[src/rtl/core/afq_pkg.sv]
`timescale 1ns / 1ps
// ----------------------------------------------------------------------------
// afq_pkg
// Shared types and constants for the aging FIFO queue: depth, widths,
// mode and status codes, and the control bundle that drives the cell chain.
// ----------------------------------------------------------------------------
package afq_pkg;

    localparam int DEPTH  = 64;
    localparam int IDX_W  = $clog2(DEPTH);
    localparam int CNT_W  = $clog2(DEPTH + 1);
    localparam int DATA_W = 32;

    // input modes
    typedef enum logic [1:0] {
        MODE_ENQ   = 2'd0,
        MODE_DEQ   = 2'd1,
        MODE_FLUSH = 2'd2,
        MODE_NOP   = 2'd3
    } t_mode;

    // result status codes
    typedef enum logic [1:0] {
        STAT_OK    = 2'd0,
        STAT_FULL  = 2'd1,
        STAT_EMPTY = 2'd2,
        STAT_RSVD  = 2'd3
    } t_status;

    // configuration register indexes
    typedef enum logic {
        CFG_MAX_ENTRIES = 1'b0,
        CFG_MAX_DELAY   = 1'b1
    } t_cfg_idx;

    // controller states
    typedef enum logic {
        S_IDLE = 1'b0,
        S_DEQ  = 1'b1
    } t_state;

    // control bundle toward the cell chain
    typedef struct packed {
        logic              shift;
        logic              load;
        logic [IDX_W-1:0]  wr_idx;
        logic [DATA_W-1:0] handle;
        logic [DATA_W-1:0] stamp;
    } t_chain_ctl;

endpackage

[src/rtl/core/afq_cell.sv]
`timescale 1ns / 1ps
// ----------------------------------------------------------------------------
// afq_cell
// One queue slot: holds a handle and its arrival stamp. Loads a new entry
// or takes the entry of its upstream neighbor when the chain shifts.
// ----------------------------------------------------------------------------
module afq_cell (
    input  logic                       i_clk,
    input  logic                       i_shift,
    input  logic                       i_load,
    input  logic [afq_pkg::DATA_W-1:0] i_load_handle,
    input  logic [afq_pkg::DATA_W-1:0] i_load_stamp,
    input  logic [afq_pkg::DATA_W-1:0] i_next_handle,
    input  logic [afq_pkg::DATA_W-1:0] i_next_stamp,
    output logic [afq_pkg::DATA_W-1:0] o_handle,
    output logic [afq_pkg::DATA_W-1:0] o_stamp
);

    logic [afq_pkg::DATA_W-1:0] r_handle;
    logic [afq_pkg::DATA_W-1:0] r_stamp;

    // payload only, no reset; load and shift never coincide
    always_ff @(posedge i_clk) begin
        if (i_load) begin
            r_handle <= i_load_handle;
            r_stamp  <= i_load_stamp;
        end else if (i_shift) begin
            r_handle <= i_next_handle;
            r_stamp  <= i_next_stamp;
        end
    end

    assign o_handle = r_handle;
    assign o_stamp  = r_stamp;

endmodule

[src/rtl/core/afq_chain.sv]
`timescale 1ns / 1ps
// ----------------------------------------------------------------------------
// afq_chain
// Row of queue cells with the head in cell 0. A shift moves every entry one
// cell toward the head; an enqueue writes the cell just past the last entry.
// ----------------------------------------------------------------------------
module afq_chain (
    input  logic                       i_clk,
    input  afq_pkg::t_chain_ctl        i_ctl,
    output logic [afq_pkg::DATA_W-1:0] o_head_handle,
    output logic [afq_pkg::DATA_W-1:0] o_head_stamp
);

    logic [afq_pkg::DATA_W-1:0] w_handle [afq_pkg::DEPTH];
    logic [afq_pkg::DATA_W-1:0] w_stamp  [afq_pkg::DEPTH];

    genvar g;
    generate
        for (g = 0; g < afq_pkg::DEPTH; g++) begin : g_cell
            logic                       w_load;
            logic [afq_pkg::DATA_W-1:0] w_next_h;
            logic [afq_pkg::DATA_W-1:0] w_next_s;

            // write select for this slot
            assign w_load = i_ctl.load && (i_ctl.wr_idx == afq_pkg::IDX_W'(g));

            // upstream neighbor; the tail cell pulls in don't-care data
            if (g == afq_pkg::DEPTH - 1) begin : g_tail
                assign w_next_h = '0;
                assign w_next_s = '0;
            end else begin : g_mid
                assign w_next_h = w_handle[g+1];
                assign w_next_s = w_stamp[g+1];
            end

            afq_cell u_cell (
                .i_clk         (i_clk),
                .i_shift       (i_ctl.shift),
                .i_load        (w_load),
                .i_load_handle (i_ctl.handle),
                .i_load_stamp  (i_ctl.stamp),
                .i_next_handle (w_next_h),
                .i_next_stamp  (w_next_s),
                .o_handle      (w_handle[g]),
                .o_stamp       (w_stamp[g])
            );
        end
    endgenerate

    assign o_head_handle = w_handle[0];
    assign o_head_stamp  = w_stamp[0];

endmodule

[src/rtl/core/aging_fifo_queue_top.sv]
`timescale 1ns / 1ps
// ----------------------------------------------------------------------------
// aging_fifo_queue_top
// Bounded FIFO of packet handles with arrival stamps; dequeue drops expired
// head entries before popping. Entries live in a shifting chain of cells.
// ----------------------------------------------------------------------------
// Enqueue, flush and no-op: result registered in the cycle after the item is taken.
// Dequeue: the head cell is checked and expired entries are shifted out one entry per
//   cycle, then the head is popped or an empty status is returned.
// One item in flight; a new item is taken only once no result is pending or
//   in the cycle in which the pending result transfers.
// Reset (sync, active low) empties the queue and loads max_entries = 64,
//   max_delay = 1000; cell contents are not cleared.
// ----------------------------------------------------------------------------
module aging_fifo_queue_top (
    input  logic        i_clk,
    input  logic        i_rst_n,
    // input stream
    input  logic        s_tvalid,
    output logic        s_tready,
    input  logic [63:0] s_tdata,   // [31:0] handle_in, [63:32] now
    input  logic [1:0]  s_tuser,   // [1:0] mode
    // result stream
    output logic        m_tvalid,
    input  logic        m_tready,
    output logic [47:0] m_tdata,   // [31:0] handle_out, [38:32] dropped,
                                   // [45:39] occupancy, [47:46] zero
    output logic [1:0]  m_tuser,   // [1:0] status
    // configuration
    input  logic        i_cfg_we,
    input  logic        i_cfg_idx,
    input  logic [31:0] i_cfg_data
);

    localparam int CW = afq_pkg::CNT_W;

    afq_pkg::t_state            r_state, n_state;
    logic [CW-1:0]              r_count, n_count;
    logic [31:0]                r_now, n_now;
    logic [6:0]                 r_dropped, n_dropped;
    logic [6:0]                 r_max_entries;
    logic [31:0]                r_max_delay;

    logic                       r_out_valid, n_out_valid;
    afq_pkg::t_status           r_out_status, n_out_status;
    logic [31:0]                r_out_handle, n_out_handle;
    logic [6:0]                 r_out_dropped, n_out_dropped;
    logic [6:0]                 r_out_occ, n_out_occ;

    afq_pkg::t_chain_ctl        w_ctl;
    logic [31:0]                w_head_handle;
    logic [31:0]                w_head_stamp;
    logic [CW-1:0]              w_limit;
    logic [31:0]                w_age;
    logic                       w_accept;
    afq_pkg::t_mode             w_mode;

    afq_chain u_chain (
        .i_clk         (i_clk),
        .i_ctl         (w_ctl),
        .o_head_handle (w_head_handle),
        .o_head_stamp  (w_head_stamp)
    );

    // effective limit: max_entries clamped to the depth
    assign w_limit = ({25'd0, r_max_entries} > 32'(afq_pkg::DEPTH)) ?
                     CW'(afq_pkg::DEPTH) : CW'(r_max_entries);
    assign w_age    = r_now - w_head_stamp;
    assign w_mode   = afq_pkg::t_mode'(s_tuser);
    assign s_tready = (r_state == afq_pkg::S_IDLE) && (!r_out_valid || m_tready);
    assign w_accept = s_tvalid && s_tready;

    // configuration writes
    always_ff @(posedge i_clk) begin
        if (!i_rst_n) begin
            r_max_entries <= 7'd64;
            r_max_delay   <= 32'd1000;
        end else if (i_cfg_we) begin
            case (afq_pkg::t_cfg_idx'(i_cfg_idx))
                afq_pkg::CFG_MAX_ENTRIES: r_max_entries <= i_cfg_data[6:0];
                afq_pkg::CFG_MAX_DELAY:   r_max_delay   <= i_cfg_data;
                default:                  r_max_entries <= r_max_entries;
            endcase
        end
    end

    // control registers
    always_ff @(posedge i_clk) begin
        if (!i_rst_n) begin
            r_state     <= afq_pkg::S_IDLE;
            r_count     <= '0;
            r_out_valid <= 1'b0;
        end else begin
            r_state     <= n_state;
            r_count     <= n_count;
            r_out_valid <= n_out_valid;
        end
    end

    // payload registers
    always_ff @(posedge i_clk) begin
        r_now         <= n_now;
        r_dropped     <= n_dropped;
        r_out_status  <= n_out_status;
        r_out_handle  <= n_out_handle;
        r_out_dropped <= n_out_dropped;
        r_out_occ     <= n_out_occ;
    end

    // next state, chain control and result
    always_comb begin
        n_state       = r_state;
        n_count       = r_count;
        n_now         = r_now;
        n_dropped     = r_dropped;
        n_out_valid   = r_out_valid && !m_tready;
        n_out_status  = r_out_status;
        n_out_handle  = r_out_handle;
        n_out_dropped = r_out_dropped;
        n_out_occ     = r_out_occ;
        w_ctl.shift   = 1'b0;
        w_ctl.load    = 1'b0;
        w_ctl.wr_idx  = r_count[afq_pkg::IDX_W-1:0];
        w_ctl.handle  = s_tdata[31:0];
        w_ctl.stamp   = s_tdata[63:32];

        case (r_state)
            afq_pkg::S_IDLE: begin
                if (w_accept) begin
                    n_out_status  = afq_pkg::STAT_OK;
                    n_out_handle  = '0;
                    n_out_dropped = '0;
                    n_out_occ     = 7'(r_count);
                    case (w_mode)
                        afq_pkg::MODE_ENQ: begin
                            n_out_valid = 1'b1;
                            if (r_count >= w_limit) begin
                                n_out_status = afq_pkg::STAT_FULL;
                            end else begin
                                w_ctl.load = 1'b1;
                                n_count    = r_count + CW'(1);
                                n_out_occ  = 7'(r_count + CW'(1));
                            end
                        end
                        afq_pkg::MODE_DEQ: begin
                            n_now     = s_tdata[63:32];
                            n_dropped = '0;
                            n_state   = afq_pkg::S_DEQ;
                        end
                        afq_pkg::MODE_FLUSH: begin
                            n_out_valid = 1'b1;
                            n_count     = '0;
                            n_out_occ   = '0;
                        end
                        default: begin
                            n_out_valid = 1'b1;
                        end
                    endcase
                end
            end
            afq_pkg::S_DEQ: begin
                // one head check per cycle: empty, expired, or pop
                if (r_count == '0) begin
                    n_out_valid   = 1'b1;
                    n_out_status  = afq_pkg::STAT_EMPTY;
                    n_out_handle  = '0;
                    n_out_dropped = r_dropped;
                    n_out_occ     = '0;
                    n_state       = afq_pkg::S_IDLE;
                end else if (w_age >= r_max_delay) begin
                    w_ctl.shift = 1'b1;
                    n_count     = r_count - CW'(1);
                    n_dropped   = r_dropped + 7'd1;
                end else begin
                    w_ctl.shift   = 1'b1;
                    n_count       = r_count - CW'(1);
                    n_out_valid   = 1'b1;
                    n_out_status  = afq_pkg::STAT_OK;
                    n_out_handle  = w_head_handle;
                    n_out_dropped = r_dropped;
                    n_out_occ     = 7'(r_count - CW'(1));
                    n_state       = afq_pkg::S_IDLE;
                end
            end
            default: begin
                n_state = afq_pkg::S_IDLE;
            end
        endcase
    end

    assign m_tvalid = r_out_valid;
    assign m_tuser  = r_out_status;
    assign m_tdata  = {2'b00, r_out_occ, r_out_dropped, r_out_handle};

    // count never passes the depth
    a_count_bound: assert property (@(posedge i_clk) disable iff (!i_rst_n)
        r_count <= CW'(afq_pkg::DEPTH))
        else $error("entry count above depth");

    // a dequeue in progress never finds a pending result
    a_deq_out_free: assert property (@(posedge i_clk) disable iff (!i_rst_n)
        (r_state == afq_pkg::S_DEQ) |-> !r_out_valid)
        else $error("result pending during dequeue scan");

    // a flush leaves the queue empty
    a_flush_empty: assert property (@(posedge i_clk) disable iff (!i_rst_n)
        (w_accept && (w_mode == afq_pkg::MODE_FLUSH)) |=> (r_count == '0))
        else $error("flush left entries");

    // each scan cycle that drops an entry lowers the count by one
    a_drop_count: assert property (@(posedge i_clk) disable iff (!i_rst_n)
        ((r_state == afq_pkg::S_DEQ) && (r_count != '0) && (w_age >= r_max_delay))
        |=> (r_count == $past(r_count) - CW'(1)))
        else $error("drop did not lower count");

endmodule
[config.mk]
export PLATFORM = sky130hd
export DESIGN_NAME = aging_fifo_queue_top
export DESIGN_NICKNAME = d
export VERILOG_FILES = /design/src/rtl/core/afq_pkg.sv /design/src/rtl/core/afq_cell.sv /design/src/rtl/core/afq_chain.sv /design/src/rtl/core/aging_fifo_queue_top.sv
export SDC_FILE = /design/constraint.sdc
export NUM_CORES = 2
export LEC_CHECK = 0
export BUFFER_PORTS_ARGS = -buffer_cell sky130_fd_sc_hd__buf_2
export CORE_ASPECT_RATIO = 1.25
export CORE_MARGIN = 5
export CORE_UTILIZATION = 30
export DETAILED_ROUTE_END_ITERATION = 16
export GPL_TIMING_DRIVEN = 1
export PLACE_DENSITY_LB_ADDON = 0.08
export SYNTH_ARGS = -nofsm -noshare
export SYNTH_HDL_FRONTEND = slang
export SYNTH_SLANG_ARGS = --single-unit
[constraint.sdc]
create_clock -name i_clk -period 15 [get_ports i_clk]
set_clock_uncertainty 0.05 [all_clocks]
set_input_delay 3 -clock i_clk [delete_from_list [all_inputs] [get_ports i_clk]]
set_output_delay 3 -clock i_clk [all_outputs]
set_load 0.01 [all_outputs]
==> run summary <==
The number of enable-type register cells in the synthesized netlist is 4183. In this run the static leakage power is 65.7 nW. The initial antenna violation count is 97.

The global-route track usage on met2 is 33.3%. The relative slew slack came out at 7.08%. For this run, the leading register cell type out of synthesis is edfxtp_1. The first global-routing pass estimated 811000 um of wire. The power per cell area came out at 123 mW/mm^2. Dividing the final minimum period by the clock period gives 44.6%.

The final layout contains 10200 nets. Across the VDD grid, the largest voltage drop is 0.118 mV. The die outline height came out at 882 um. The core footprint came out at 0.607 sq mm. The average size of a mapped cell came out at 18.1 sq um. The highest fanout seen on the critical path came out at 4. The endpoint kind of the worst setup timing path is an output pin. TritonCTS built the clock tree. The max-cap violation count came out at 0. Counting distinct cell types in the post-synthesis netlist gives 74. The top-level I/O count came out at 156. Summing the areas of all fa, ha and maj instances in the mapped netlist gives 0.532% of the synthesized area. The met1 routing resource usage after global routing came out at 22.4%. The horizontal die dimension came out at 708 um. The number of global-route vias before repair is 97400. Setup repair after global routing left no endpoint under its margin. In this run the cell area of the synthesized design comes to 0.183 sq mm. The die footprint is 0.625 sq mm. For the pin with the worst max-slew slack, the measured transition is 1390 ps.

The total setup buffers inserted after CTS is 0. The initial cell density of the core is 30.1%. For this block, the via count after detailed routing is 89300. Global routing finished with a remaining overflow of 0. The post-cts resize count came out at 0. After clock tree synthesis, the flow added hold-fix buffers numbering 0. The synthesized netlist devotes 1.56% of its cell area to simple gates. The global-route met3 utilization is 1.94%. STA classifies the critical path startpoint as a primary input. The total number of placement rows came out at 320. After global routing, the most crowded layer is met2.

The register bit count reported by yosys is 4231. The critical path in this run is classified as primary input to output pin. The number of endpoints failing setup at the final stage came out at 0. Dividing the detail-routed wire length by the instance count gives 31.5 um. The post-synthesis sequential area ratio is 69.3%. The count of port buffers added during placement is 153. The count of H-tree levels built during CTS is 5.

The count of final hold-check violations was 0. The via density per instance is 4.83. Leaving out fill and tap cells, the most frequent cell in the layout is edfxtp_1. The number of buffers inserted during clock tree synthesis is 468. The DRC violation total after the first TritonRoute iteration is 7395. The synthesis warning total came out at 0.

CTS placed an instance of clkbuf_16 at the clock tree root. The count of pins over their slew limit came out at 0. The fraction of synthesized cell area in xor and xnor cells came out at 0.158%.

The highest attainable clock frequency is 149 MHz. The maximum number of buffers from clock root to sink is 4. Synthesis produced 10100 cells. The path class of the tightest hold or removal check is flop to flop.

By area, the combinational part of the netlist is dominated by multiplexers. The total global routing track utilization came out at 18.2%. Clock-pin slew was measured on the worst setup and hold paths at 60 ps. Routability-driven placement finished with a final weighted congestion of 0.818. The wire length reported by the detailed router is 582000 um. The setup TNS came out at 0 ps. Final hold analysis gives a worst-case slack of 416 ps. In the final layout, the share of cells above drive strength 1 is 38.1%.

The first detailed-routing pass took 7 iterations. The data arrival time of the critical path is 3650 ps. The clock latency on the worst-skew pair came out at 1100 ps. Relative to the synthesized area, the layout overhead comes to 12.9%. After detailed routing, the number of remaining DRC violations is 0. The largest net degree at the start of global routing came out at 66. The library cells used most frequently in the layout, excluding fill and tap cells, are 4183 x edfxtp_1, 2801 x mux2_2, 1231 x mux2_1. The mux share of post-synthesis cell area came out at 24.9%. The complex-gate fraction of the synthesized area is 0.856%. The post-detailed-placement half-perimeter wirelength is 355000 um.

At the worst endpoint, the required time is 11950 ps. The tree built by TritonCTS fans out to 4231 sinks. Subtracting the final worst setup slack from the clock period gives 6700 ps. The run finished with clean final reports.

The share of flip-flops with an asynchronous set or reset is 0%. The count of nets left with antenna violations after detail routing is 0.
-- registers in the layout, indices dropped and copies added (netlist names), 32 cells and up --
| signal | cells |
|---|---|
| r_out_handle | 32 |
| r_now | 32 |
| u_chain.g_cell.u_cell.o_handle | 2048 |
| r_max_delay | 32 |
| u_chain.g_cell.u_cell.o_stamp | 2048 |
-- cell usage after synthesis, drive strengths merged (3+ instances only) --
cell | n | area (sq um)
and3 | 37 | 231
o21a | 5 | 37.5
clkbuf | 458 | 1720
buf | 454 | 2880
or4 | 3 | 22.5
xnor2 | 23 | 201
nor4b | 3 | 41.3
a211oi | 8 | 60.1
o211ai | 10 | 75.1
nand2b | 22 | 138
nor2 | 93 | 900
dfxtp | 48 | 961
a221oi | 3 | 26.3
edfxtp | 4183 | 126000
o22ai | 3 | 18.8
nand2 | 119 | 447
a31oi | 10 | 62.6
and2 | 80 | 500
or3 | 7 | 43.8
a21o | 22 | 165
xor2 | 10 | 87.6
nor2b | 11 | 68.8
mux2 | 4032 | 45400
a21oi | 72 | 364
nand3 | 26 | 190
inv | 81 | 304
o311ai | 4 | 35.0
o31ai | 4 | 30.0
mux2i | 9 | 90.1
a21boi | 3 | 22.5
nand4 | 15 | 106
o2111ai | 5 | 43.8
o21ai | 84 | 424
nor4 | 3 | 18.8
o21bai | 4 | 30.0
ha | 76 | 951
nor3 | 14 | 70.1
-- worst paths after layout --
path,start,to,slack [ps],depth (start not counted)
setup / recovery,m_tready,s_tready,8300,4
hold / removal,r_max_delay[20],r_max_delay[20],420,2
setup reg to reg,u_chain.g_cell[0].u_cell.o_stamp[18],r_out_dropped[6],8850,17
hold reg to reg,r_max_delay[20],r_max_delay[20],420,2
-- cell families (layout without fill, tap and decap cells) --
| family | after synthesis | in the layout |
|---|---|---|
| compound gates | 256 | 256 |
| xor+xnor | 33 | 33 |
| fa+ha+maj | 77 | 77 |
| buf+inv | 993 | 1325 |
| flops | 4231 | 4231 |
| mux | 4041 | 4041 |
| other cells | 1 | 27 |
| simple gates | 443 | 443 |
-- worst max-delay path: stages --
cell and delay (ps):
buf_2 100, nor2b_1 240, nor2_1 140, buf_2 170
-- metal layers --
layer  wire length [um]  vias to the layer above
met1             236000                    47700
met3              21700                      717
met2             305000                     2020
met5                  0                        -
li1                   -                    38900
met4              20000                        0
-- power by group --
group          internal (W)  total [W]  switching, W
Combinational      0.000223   0.000976      0.000753
Clock               0.00632     0.0113       0.00493
Sequential           0.0131     0.0132     0.0000758
Total                0.0197     0.0254       0.00576
-- metrics by stage --
stage	worst slack [ps]	area, sq um	util, %	std cells	power [W]
6_report	8300	206000	33.9	18500	0.0254
5_1_grt	8210	206000	33.9	18500	0.0263
4_1_cts	8300	206000	33.9	18500	0.0258
3_5_place_dp	7720	192000	31.5	17600	0.0145
3_3_place_gp	7710	192000	31.5	17600	0.0144
2_1_floorplan	5430	183000	-	10100	0.0139
-- area by class of cell --
cell class              instances  area (sq um)
clock buffers                 598         12300
diodes                         25          62.6
clock inverters               251          2170
multi-input cells            4852         51900
flip-flops and latches       4231        127000
well taps                    8050         10100
repair buffers                395          2740
fillers                     57300        401000
inverters                      81           304
Note: power is estimated with default switching activity, not from simulation.
